===== config.mk =====
export PLATFORM = sky130hd
export DESIGN_NAME = key_value_table
export DESIGN_NICKNAME = d
export VERILOG_FILES = /design/src/kvt_pkg.sv /design/src/key_value_table.sv /design/src/kvt_ctrl.sv /design/src/kvt_datapath.sv
export SDC_FILE = /design/constraint.sdc
export NUM_CORES = 2
export LEC_CHECK = 0
export BUFFER_PORTS_ARGS = -buffer_cell sky130_fd_sc_hd__buf_4
export CAP_MARGIN = 20
export CORE_ASPECT_RATIO = 1.1
export CORE_MARGIN = 2
export CORE_UTILIZATION = 62
export DETAILED_ROUTE_END_ITERATION = 10
export PLACE_DENSITY = 0.78
export SLEW_MARGIN = 0
export SYNTH_ARGS = -nofsm -noshare
export SYNTH_HDL_FRONTEND = slang
export SYNTH_SLANG_ARGS = --single-unit
export TNS_END_PERCENT = 1

===== constraint.sdc =====
create_clock -name i_clk -period 17.5 [get_ports i_clk]
set_clock_uncertainty 0.2 [all_clocks]
set_input_delay 0.875 -clock i_clk [delete_from_list [all_inputs] [get_ports i_clk]]
set_output_delay 0.875 -clock i_clk [all_outputs]
set_load 0.02 [all_outputs]

===== src/kvt_pkg.sv =====
// shared types and constants of the key value table
`timescale 1ns / 1ps

package kvt_pkg;

    localparam int unsigned DATA_W  = 32;
    localparam int unsigned COUNT_W = 7;

    localparam logic OP_PUT = 1'b0;
    localparam logic OP_GET = 1'b1;

    typedef struct packed {
        logic start;
        logic step;
        logic commit;
    } t_cmd;

    typedef struct packed {
        logic match;
        logic exhausted;
        logic out_free;
    } t_status;

endpackage


===== src/key_value_table.sv =====
// key value table: bounded map with a linear search over stored keys
//
// usage: an item (op, key, value) enters on i_in_valid / o_in_ready; each item
// gives one result (read_value, hit, entry_count, dropped) on o_out_valid /
// i_out_ready. op put stores or replaces the value for the key, op get reads it
// back (0 on a miss). a put of a new key into a full table is dropped.
// timing: the scan reads one stored entry per cycle from the key and value
// memories (one read port each, registered data). a hit ends the scan when the
// registered key of the entry compares equal, a miss when the scan pointer reaches
// the entry count; the result appears in the cycle after the last scan cycle.
// one item at a time: a new item is taken only once the last search has committed.
// o_in_ready is high whenever no item is being searched, even while a result
// waits in the output register; a stalled receiver holds the finished search
// until the output register frees, and nothing is written before then.
// reset: the entry count returns to zero, which empties the table at once;
// the memories are not cleared and need no clearing pass.
`timescale 1ns / 1ps

module key_value_table #(
    parameter int unsigned TABLE_ENTRIES = 64
) (
    input  logic                                i_clk,
    input  logic                                i_rst_n,
    input  logic                                i_in_valid,
    output logic                                o_in_ready,
    input  logic                                i_op,
    input  logic signed [kvt_pkg::DATA_W-1:0]   i_key,
    input  logic signed [kvt_pkg::DATA_W-1:0]   i_value,
    output logic                                o_out_valid,
    input  logic                                i_out_ready,
    output logic signed [kvt_pkg::DATA_W-1:0]   o_read_value,
    output logic                                o_hit,
    output logic [kvt_pkg::COUNT_W-1:0]         o_entry_count,
    output logic                                o_dropped
);

    kvt_pkg::t_cmd    cmd;
    kvt_pkg::t_status status;

    kvt_ctrl u_ctrl (
        .i_clk      (i_clk),
        .i_rst_n    (i_rst_n),
        .i_in_valid (i_in_valid),
        .o_in_ready (o_in_ready),
        .i_status   (status),
        .o_cmd      (cmd)
    );

    kvt_datapath #(
        .TABLE_ENTRIES (TABLE_ENTRIES)
    ) u_datapath (
        .i_clk         (i_clk),
        .i_rst_n       (i_rst_n),
        .i_cmd         (cmd),
        .o_status      (status),
        .i_op          (i_op),
        .i_key         (i_key),
        .i_value       (i_value),
        .i_out_ready   (i_out_ready),
        .o_out_valid   (o_out_valid),
        .o_read_value  (o_read_value),
        .o_hit         (o_hit),
        .o_entry_count (o_entry_count),
        .o_dropped     (o_dropped)
    );

endmodule


===== src/kvt_ctrl.sv =====
// controller state machine of the key value table
`timescale 1ns / 1ps

module kvt_ctrl (
    input  logic            i_clk,
    input  logic            i_rst_n,
    input  logic            i_in_valid,
    output logic            o_in_ready,
    input  kvt_pkg::t_status i_status,
    output kvt_pkg::t_cmd   o_cmd
);

    typedef enum logic [1:0] {
        ST_IDLE = 2'b01,
        ST_SCAN = 2'b10
    } t_state;

    t_state r_state;
    t_state n_state;

    always_ff @(posedge i_clk) begin
        if (!i_rst_n) begin
            r_state <= ST_IDLE;
        end else begin
            r_state <= n_state;
        end
    end

    always_comb begin
        n_state      = r_state;
        o_cmd        = '0;
        o_in_ready   = 1'b0;
        case (r_state)
            ST_IDLE: begin
                o_in_ready = 1'b1;
                if (i_in_valid) begin
                    o_cmd.start = 1'b1;
                    n_state     = ST_SCAN;
                end
            end
            ST_SCAN: begin
                if (i_status.match || i_status.exhausted) begin
                    // hold the decision until the output register is free
                    if (i_status.out_free) begin
                        o_cmd.commit = 1'b1;
                        n_state      = ST_IDLE;
                    end
                end else begin
                    o_cmd.step = 1'b1;
                end
            end
            default: begin
                n_state = ST_IDLE;
            end
        endcase
    end

`ifndef NO_ASSERTIONS
    a_commit_in_scan: assert property (@(posedge i_clk) disable iff (!i_rst_n)
        o_cmd.commit |-> r_state == ST_SCAN)
        else $error("commit outside scan");

    a_commit_to_idle: assert property (@(posedge i_clk) disable iff (!i_rst_n)
        o_cmd.commit |=> r_state == ST_IDLE)
        else $error("no return to idle after commit");

    a_state_onehot: assert property (@(posedge i_clk) disable iff (!i_rst_n)
        $onehot(r_state))
        else $error("state not one-hot");
`endif

endmodule


===== src/kvt_datapath.sv =====
// key and value memories, scan pointer, entry count and result register
`timescale 1ns / 1ps

module kvt_datapath #(
    parameter int unsigned TABLE_ENTRIES = 64
) (
    input  logic                                i_clk,
    input  logic                                i_rst_n,
    input  kvt_pkg::t_cmd                       i_cmd,
    output kvt_pkg::t_status                    o_status,
    input  logic                                i_op,
    input  logic signed [kvt_pkg::DATA_W-1:0]   i_key,
    input  logic signed [kvt_pkg::DATA_W-1:0]   i_value,
    input  logic                                i_out_ready,
    output logic                                o_out_valid,
    output logic signed [kvt_pkg::DATA_W-1:0]   o_read_value,
    output logic                                o_hit,
    output logic [kvt_pkg::COUNT_W-1:0]         o_entry_count,
    output logic                                o_dropped
);

    localparam int unsigned CNT_W = $clog2(TABLE_ENTRIES + 1);
    localparam int unsigned IDX_W = (TABLE_ENTRIES > 1) ? $clog2(TABLE_ENTRIES) : 1;

    logic [kvt_pkg::DATA_W-1:0] key_mem [TABLE_ENTRIES];
    logic [kvt_pkg::DATA_W-1:0] val_mem [TABLE_ENTRIES];

    // latched item
    logic                              r_op;
    logic signed [kvt_pkg::DATA_W-1:0] r_key;
    logic signed [kvt_pkg::DATA_W-1:0] r_value;

    // scan pipeline
    logic [CNT_W-1:0]                  r_idx;
    logic [CNT_W-1:0]                  r_rd_pos;
    logic                              r_rd_vld;
    logic signed [kvt_pkg::DATA_W-1:0] r_rd_key;
    logic signed [kvt_pkg::DATA_W-1:0] r_rd_val;

    logic [CNT_W-1:0]                  r_count;
    logic [CNT_W-1:0]                  n_count;

    logic                              rd_en;
    logic                              full;
    logic                              put_item;
    logic                              key_we;
    logic                              val_we;
    logic [IDX_W-1:0]                  val_waddr;
    logic [CNT_W+kvt_pkg::COUNT_W-1:0] count_ext;
    logic signed [kvt_pkg::DATA_W-1:0] n_read_value;
    logic                              n_dropped;

    assign full     = (r_count == CNT_W'(TABLE_ENTRIES));
    assign put_item = (r_op == kvt_pkg::OP_PUT);
    assign rd_en    = i_cmd.step && (r_idx < r_count);

    assign o_status.match     = r_rd_vld && (r_rd_key == r_key);
    assign o_status.exhausted = (r_idx == r_count);
    assign o_status.out_free  = !o_out_valid || i_out_ready;

    assign key_we    = i_cmd.commit && put_item && !o_status.match && !full;
    assign val_we    = i_cmd.commit && put_item && (o_status.match || !full);
    assign val_waddr = o_status.match ? r_rd_pos[IDX_W-1:0] : r_count[IDX_W-1:0];

    always_comb begin
        n_count      = r_count;
        n_read_value = '0;
        n_dropped    = 1'b0;
        if (put_item) begin
            if (!o_status.match) begin
                if (full) begin
                    n_dropped = 1'b1;
                end else begin
                    n_count = r_count + CNT_W'(1);
                end
            end
        end else if (o_status.match) begin
            n_read_value = r_rd_val;
        end
    end

    assign count_ext = {{kvt_pkg::COUNT_W{1'b0}}, n_count};

    // memories
    always_ff @(posedge i_clk) begin
        if (rd_en) begin
            r_rd_key <= key_mem[r_idx[IDX_W-1:0]];
            r_rd_val <= val_mem[r_idx[IDX_W-1:0]];
        end
        if (key_we) begin
            key_mem[r_count[IDX_W-1:0]] <= r_key;
        end
        if (val_we) begin
            val_mem[val_waddr] <= r_value;
        end
    end

    // payload registers
    always_ff @(posedge i_clk) begin
        if (i_cmd.start) begin
            r_op    <= i_op;
            r_key   <= i_key;
            r_value <= i_value;
        end
        if (rd_en) begin
            r_rd_pos <= r_idx;
        end
        if (i_cmd.commit) begin
            o_read_value  <= n_read_value;
            o_hit         <= o_status.match;
            o_entry_count <= count_ext[kvt_pkg::COUNT_W-1:0];
            o_dropped     <= n_dropped;
        end
    end

    // control registers
    always_ff @(posedge i_clk) begin
        if (!i_rst_n) begin
            r_idx       <= '0;
            r_rd_vld    <= 1'b0;
            r_count     <= '0;
            o_out_valid <= 1'b0;
        end else begin
            if (i_cmd.start) begin
                r_idx    <= '0;
                r_rd_vld <= 1'b0;
            end else if (i_cmd.step) begin
                r_rd_vld <= rd_en;
                if (rd_en) begin
                    r_idx <= r_idx + CNT_W'(1);
                end
            end
            if (i_cmd.commit) begin
                r_count     <= n_count;
                o_out_valid <= 1'b1;
            end else if (i_out_ready) begin
                o_out_valid <= 1'b0;
            end
        end
    end

`ifndef NO_ASSERTIONS
    a_count_bound: assert property (@(posedge i_clk) disable iff (!i_rst_n)
        r_count <= CNT_W'(TABLE_ENTRIES))
        else $error("entry count above table depth");

    a_idx_bound: assert property (@(posedge i_clk) disable iff (!i_rst_n)
        r_idx <= r_count)
        else $error("scan pointer beyond entry count");

    a_drop_result: assert property (@(posedge i_clk) disable iff (!i_rst_n)
        o_out_valid && o_dropped |-> !o_hit && o_read_value == '0)
        else $error("dropped item reports a hit or a value");

    a_commit_valid: assert property (@(posedge i_clk) disable iff (!i_rst_n)
        i_cmd.commit |=> o_out_valid)
        else $error("committed item not presented");

    a_count_step: assert property (@(posedge i_clk) disable iff (!i_rst_n)
        !i_cmd.commit |=> r_count == $past(r_count))
        else $error("entry count changed without commit");
`endif

endmodule


==> flow_metrics.tcl <==
set metrics [dict create \
    status "finished clean" \
    post-place-ws_ps 11010 \
    synth_edf_count 4272 \
    max_freq_ghz 0.152 \
    clkTransAtPathRegs_ps 60 \
    path_cells "buf_4, xnor2_1, nand4_1, nor4_1, and4_2, buf_4, mux2_2, nand2b_1, nor2_4, buf_4" \
    slew_headroom_pct 19.5 \
    finalCritPeriodShare_pct 37.5 \
    gp_congestion 0.811 \
    crit_buf_inv 3 \
    core_area_sq_um 261000 \
    met3_length_microns 59100 \
    worstSetupStartpointType "flop" \
    critPathMaxFanout 65 \
    routed.top_layer "met5" \
    slew_viol_final 0 \
    synthCells 6377 \
    die_h_microns 541 \
    worst_path_largest_cell_delay_ps 840 \
    drt_iter0_markers 14202 \
    arrival_ps 7000 \
    grt_pass1_vias 82861 \
    cts_buffer_depth 4 \
    rrSetupSlack_ps 10940 \
    critPathTopFamily "simple AND/OR/NAND/NOR gates" \
    avgRoutedWirePerCell_microns 45.6 \
    htreeDepth 5 \
    dp.final_hpwl_microns 220000 \
    met1Wirelength_microns 146000 \
    synth-seq-area-share_pct 79.1 \
    row_count 197 \
    hold_viol 0 \
    max_cap_violations 0 \
    whs_path_depth 1 \
    hp-class "flop to flop" \
    wirelength_microns 488000 \
    die_w_microns 492 \
    slowest_stage "nor2_4" \
    grt_use_total_pct 37.1 \
    p_sw_share_pct 20.2 \
    place.port_buffers 111 \
    clock-sinks 4290 \
    finalSetupViolCount 0 \
    worstSetupPathType "flop to flop" \
    start_util_pct 62.2 \
    ant_nets 0 \
    worstSetupPathDepth 10 \
    firstDrtPassIters 9 \
    remaining_drc_errors 0 \
    p_per_area_nw_per_um2 112 \
    rr_worst_depth 10 \
    syn_area_sq_um 163000 \
    antenna_found_initial 27 \
    syn_area_per_cell_sq_um 25.5 \
    cts-root-buf "clkbuf_16" \
    p_leak_nw 54.6 \
    internal_power_w 0.0164 \
    fp.dieArea_sq_um 266000 \
    ioPinCount 112 \
    ys_ff_latch 4290 \
    ys.flop_type "edfxtp_1" \
    fill_cells 13728 \
    p_sw_w 0.00416 \
    cp-end-kind "flop" \
    via_count 81583 \
    design_area_sq_um 183000 \
    p_seq_share_pct 55.1 \
    clk_latency_ps 1020 \
    tns_ps 0 \
    grt_pass1_wl_microns 670000 \
    fin_crit_ps 6560 \
    utilization_pct 70.2 \
    via_per_inst 7.61 \
    setup_ws_ps 10940 \
    gr-total-overflow 0 \
    rsz0062_at_grt "no" \
    max_slew.worst_pin.slew_ps 1200 \
    cp_common_cell "buf_4" \
    syn_nets 6456 \
    clockPowerShare_pct 43.6 \
    cts_tree "done" \
    dpl-instance-area_sq_um 169000 \
    async_flop_share_pct 0 \
    combPwrFrac_pct 1.3 \
    final-seq-area_sq_um 129000 \
    multi_input_area_sq_um 33500 \
    numCtsBuffers 418 \
    area_growth_pct 12.7 \
    finalNetCount 6996 \
    drive_gt1_share_pct 34.1 \
    yosys_warnings 0 \
    post-cts-setup-buffers 0 \
    yosysUniqueCellTypes 41 \
    grt_max_degree 109 \
    wl_met2_microns 244000 \
    worstPathRequired_ps 17940 \
    ir_worst_vdd_uv 120 \
]
## cell families after synthesis
family	Yosys count	synth area share (%)
AOI/OAI and AO/OA	33	0.124
xor gates and xnor gates	44	0.237
muxes	1354	18.7
DFF	4290	79.1
buffers and inverters	343	0.880
adders and majority gates	10	0.0769
and+or+nand+nor	303	0.896
## path summary, 6_finish.rpt
check / from / endpoint
worst max-delay path: u_datapath.r_key[26] / u_datapath.val_mem[57][10]
worst min register to register: u_datapath.r_rd_val[31] / u_datapath.o_read_value[31]
worst max register to register: u_datapath.r_key[26] / u_datapath.val_mem[57][10]
worst min-delay path: u_datapath.r_rd_val[31] / u_datapath.o_read_value[31]
## cells in the mapped netlist (all sizes together) (6+ instances only)
| cell type | number | area share (%) |
|---|---|---|
| a21oi | 10 | 0.031 |
| inv | 13 | 0.030 |
| nor4 | 9 | 0.035 |
| or2 | 6 | 0.023 |
| and3 | 34 | 0.13 |
| xor2 | 7 | 0.038 |
| o21ai | 9 | 0.028 |
| ha | 10 | 0.077 |
| nand4 | 11 | 0.042 |
| nand3 | 18 | 0.055 |
| buf | 138 | 0.41 |
| edfxtp | 4272 | 79 |
| a31oi | 6 | 0.023 |
| nand2b | 6 | 0.023 |
| clkbuf | 191 | 0.44 |
| nand2 | 28 | 0.065 |
| nor3 | 39 | 0.12 |
| mux4 | 1344 | 19 |
| nor2 | 132 | 0.30 |
| xnor2 | 37 | 0.20 |
| dfxtp | 18 | 0.22 |
## cell type report
| type | instances | share of cell area, % |
|---|---|---|
| antenna | 13 | 0.0177 |
| clock buffer | 498 | 5.92 |
| clock inverter | 227 | 1.24 |
| inverter | 14 | 0.0287 |
| multi-input combinational | 1744 | 18.3 |
| sequential | 4290 | 70.2 |
| tap | 3482 | 2.38 |
| timing repair buffer | 449 | 1.97 |
## power groups by stage
stage,clock (W),sequential (W),combinational [W]
2_1_floorplan,0,0.0117,0.0000203
3_3_place_gp,0,0.0116,0.000225
3_5_place_dp,0,0.0116,0.000243
4_1_cts,0.00897,0.0113,0.000264
5_1_grt,0.00931,0.0113,0.000286
6_report,0.00897,0.0113,0.000274
## sequential cells by signal, indices dropped and copies added, names as in the netlist, 2 cells and up
| register | cells |
|---|---|
| u_ctrl.r_state | 2 |
| u_datapath.key_mem | 2048 |
| u_datapath.o_entry_count | 7 |
| u_datapath.o_read_value | 32 |
| u_datapath.r_count | 7 |
| u_datapath.r_idx | 7 |
| u_datapath.r_key | 32 |
| u_datapath.r_rd_key | 32 |
| u_datapath.r_rd_pos | 6 |
| u_datapath.r_rd_val | 32 |
| u_datapath.r_value | 32 |
| u_datapath.val_mem | 2048 |
## through the flow
step	hold WS [ps]	cells	power, W
floorplan	229	6377	0.0117
global placement	339	9910	0.0118
detailed placement	345	9910	0.0118
CTS	319	10701	0.0206
global route	369	10705	0.0209
finish	335	10717	0.0206
## placed cells by master (no fill, tap or decap), types with 19 or more instances in the layout
cell           count
edfxtp_1        4272
and3_1            33
clkinv_2          81
xnor2_1           37
clkinv_1          72
clkinvlp_4        19
bufinv_16         44
nand2_1           28
buf_4            376
nor2_4            99
nor2_1            33
clkbuf_1          76
dlygate4sd3_1     66
nor3_2            28
mux4_2          1344
clkbuf_16        422
## timing repair
| item | 4_1_cts | 5_1_grt |
|---|---|---|
| gates resized for setup | 0 | 0 |
| hold endpoints to repair | 69 | 0 |
| hold buffers | 66 | 0 |
## routing by layer
metal  vias up  GRT usage [%]
met4        36           24.2
met1     42640           44.6
met5         -              0
li1      28903              -
met2      8055           60.4
met3      1949           9.06
Note: power is estimated with default switching activity, not from simulation.
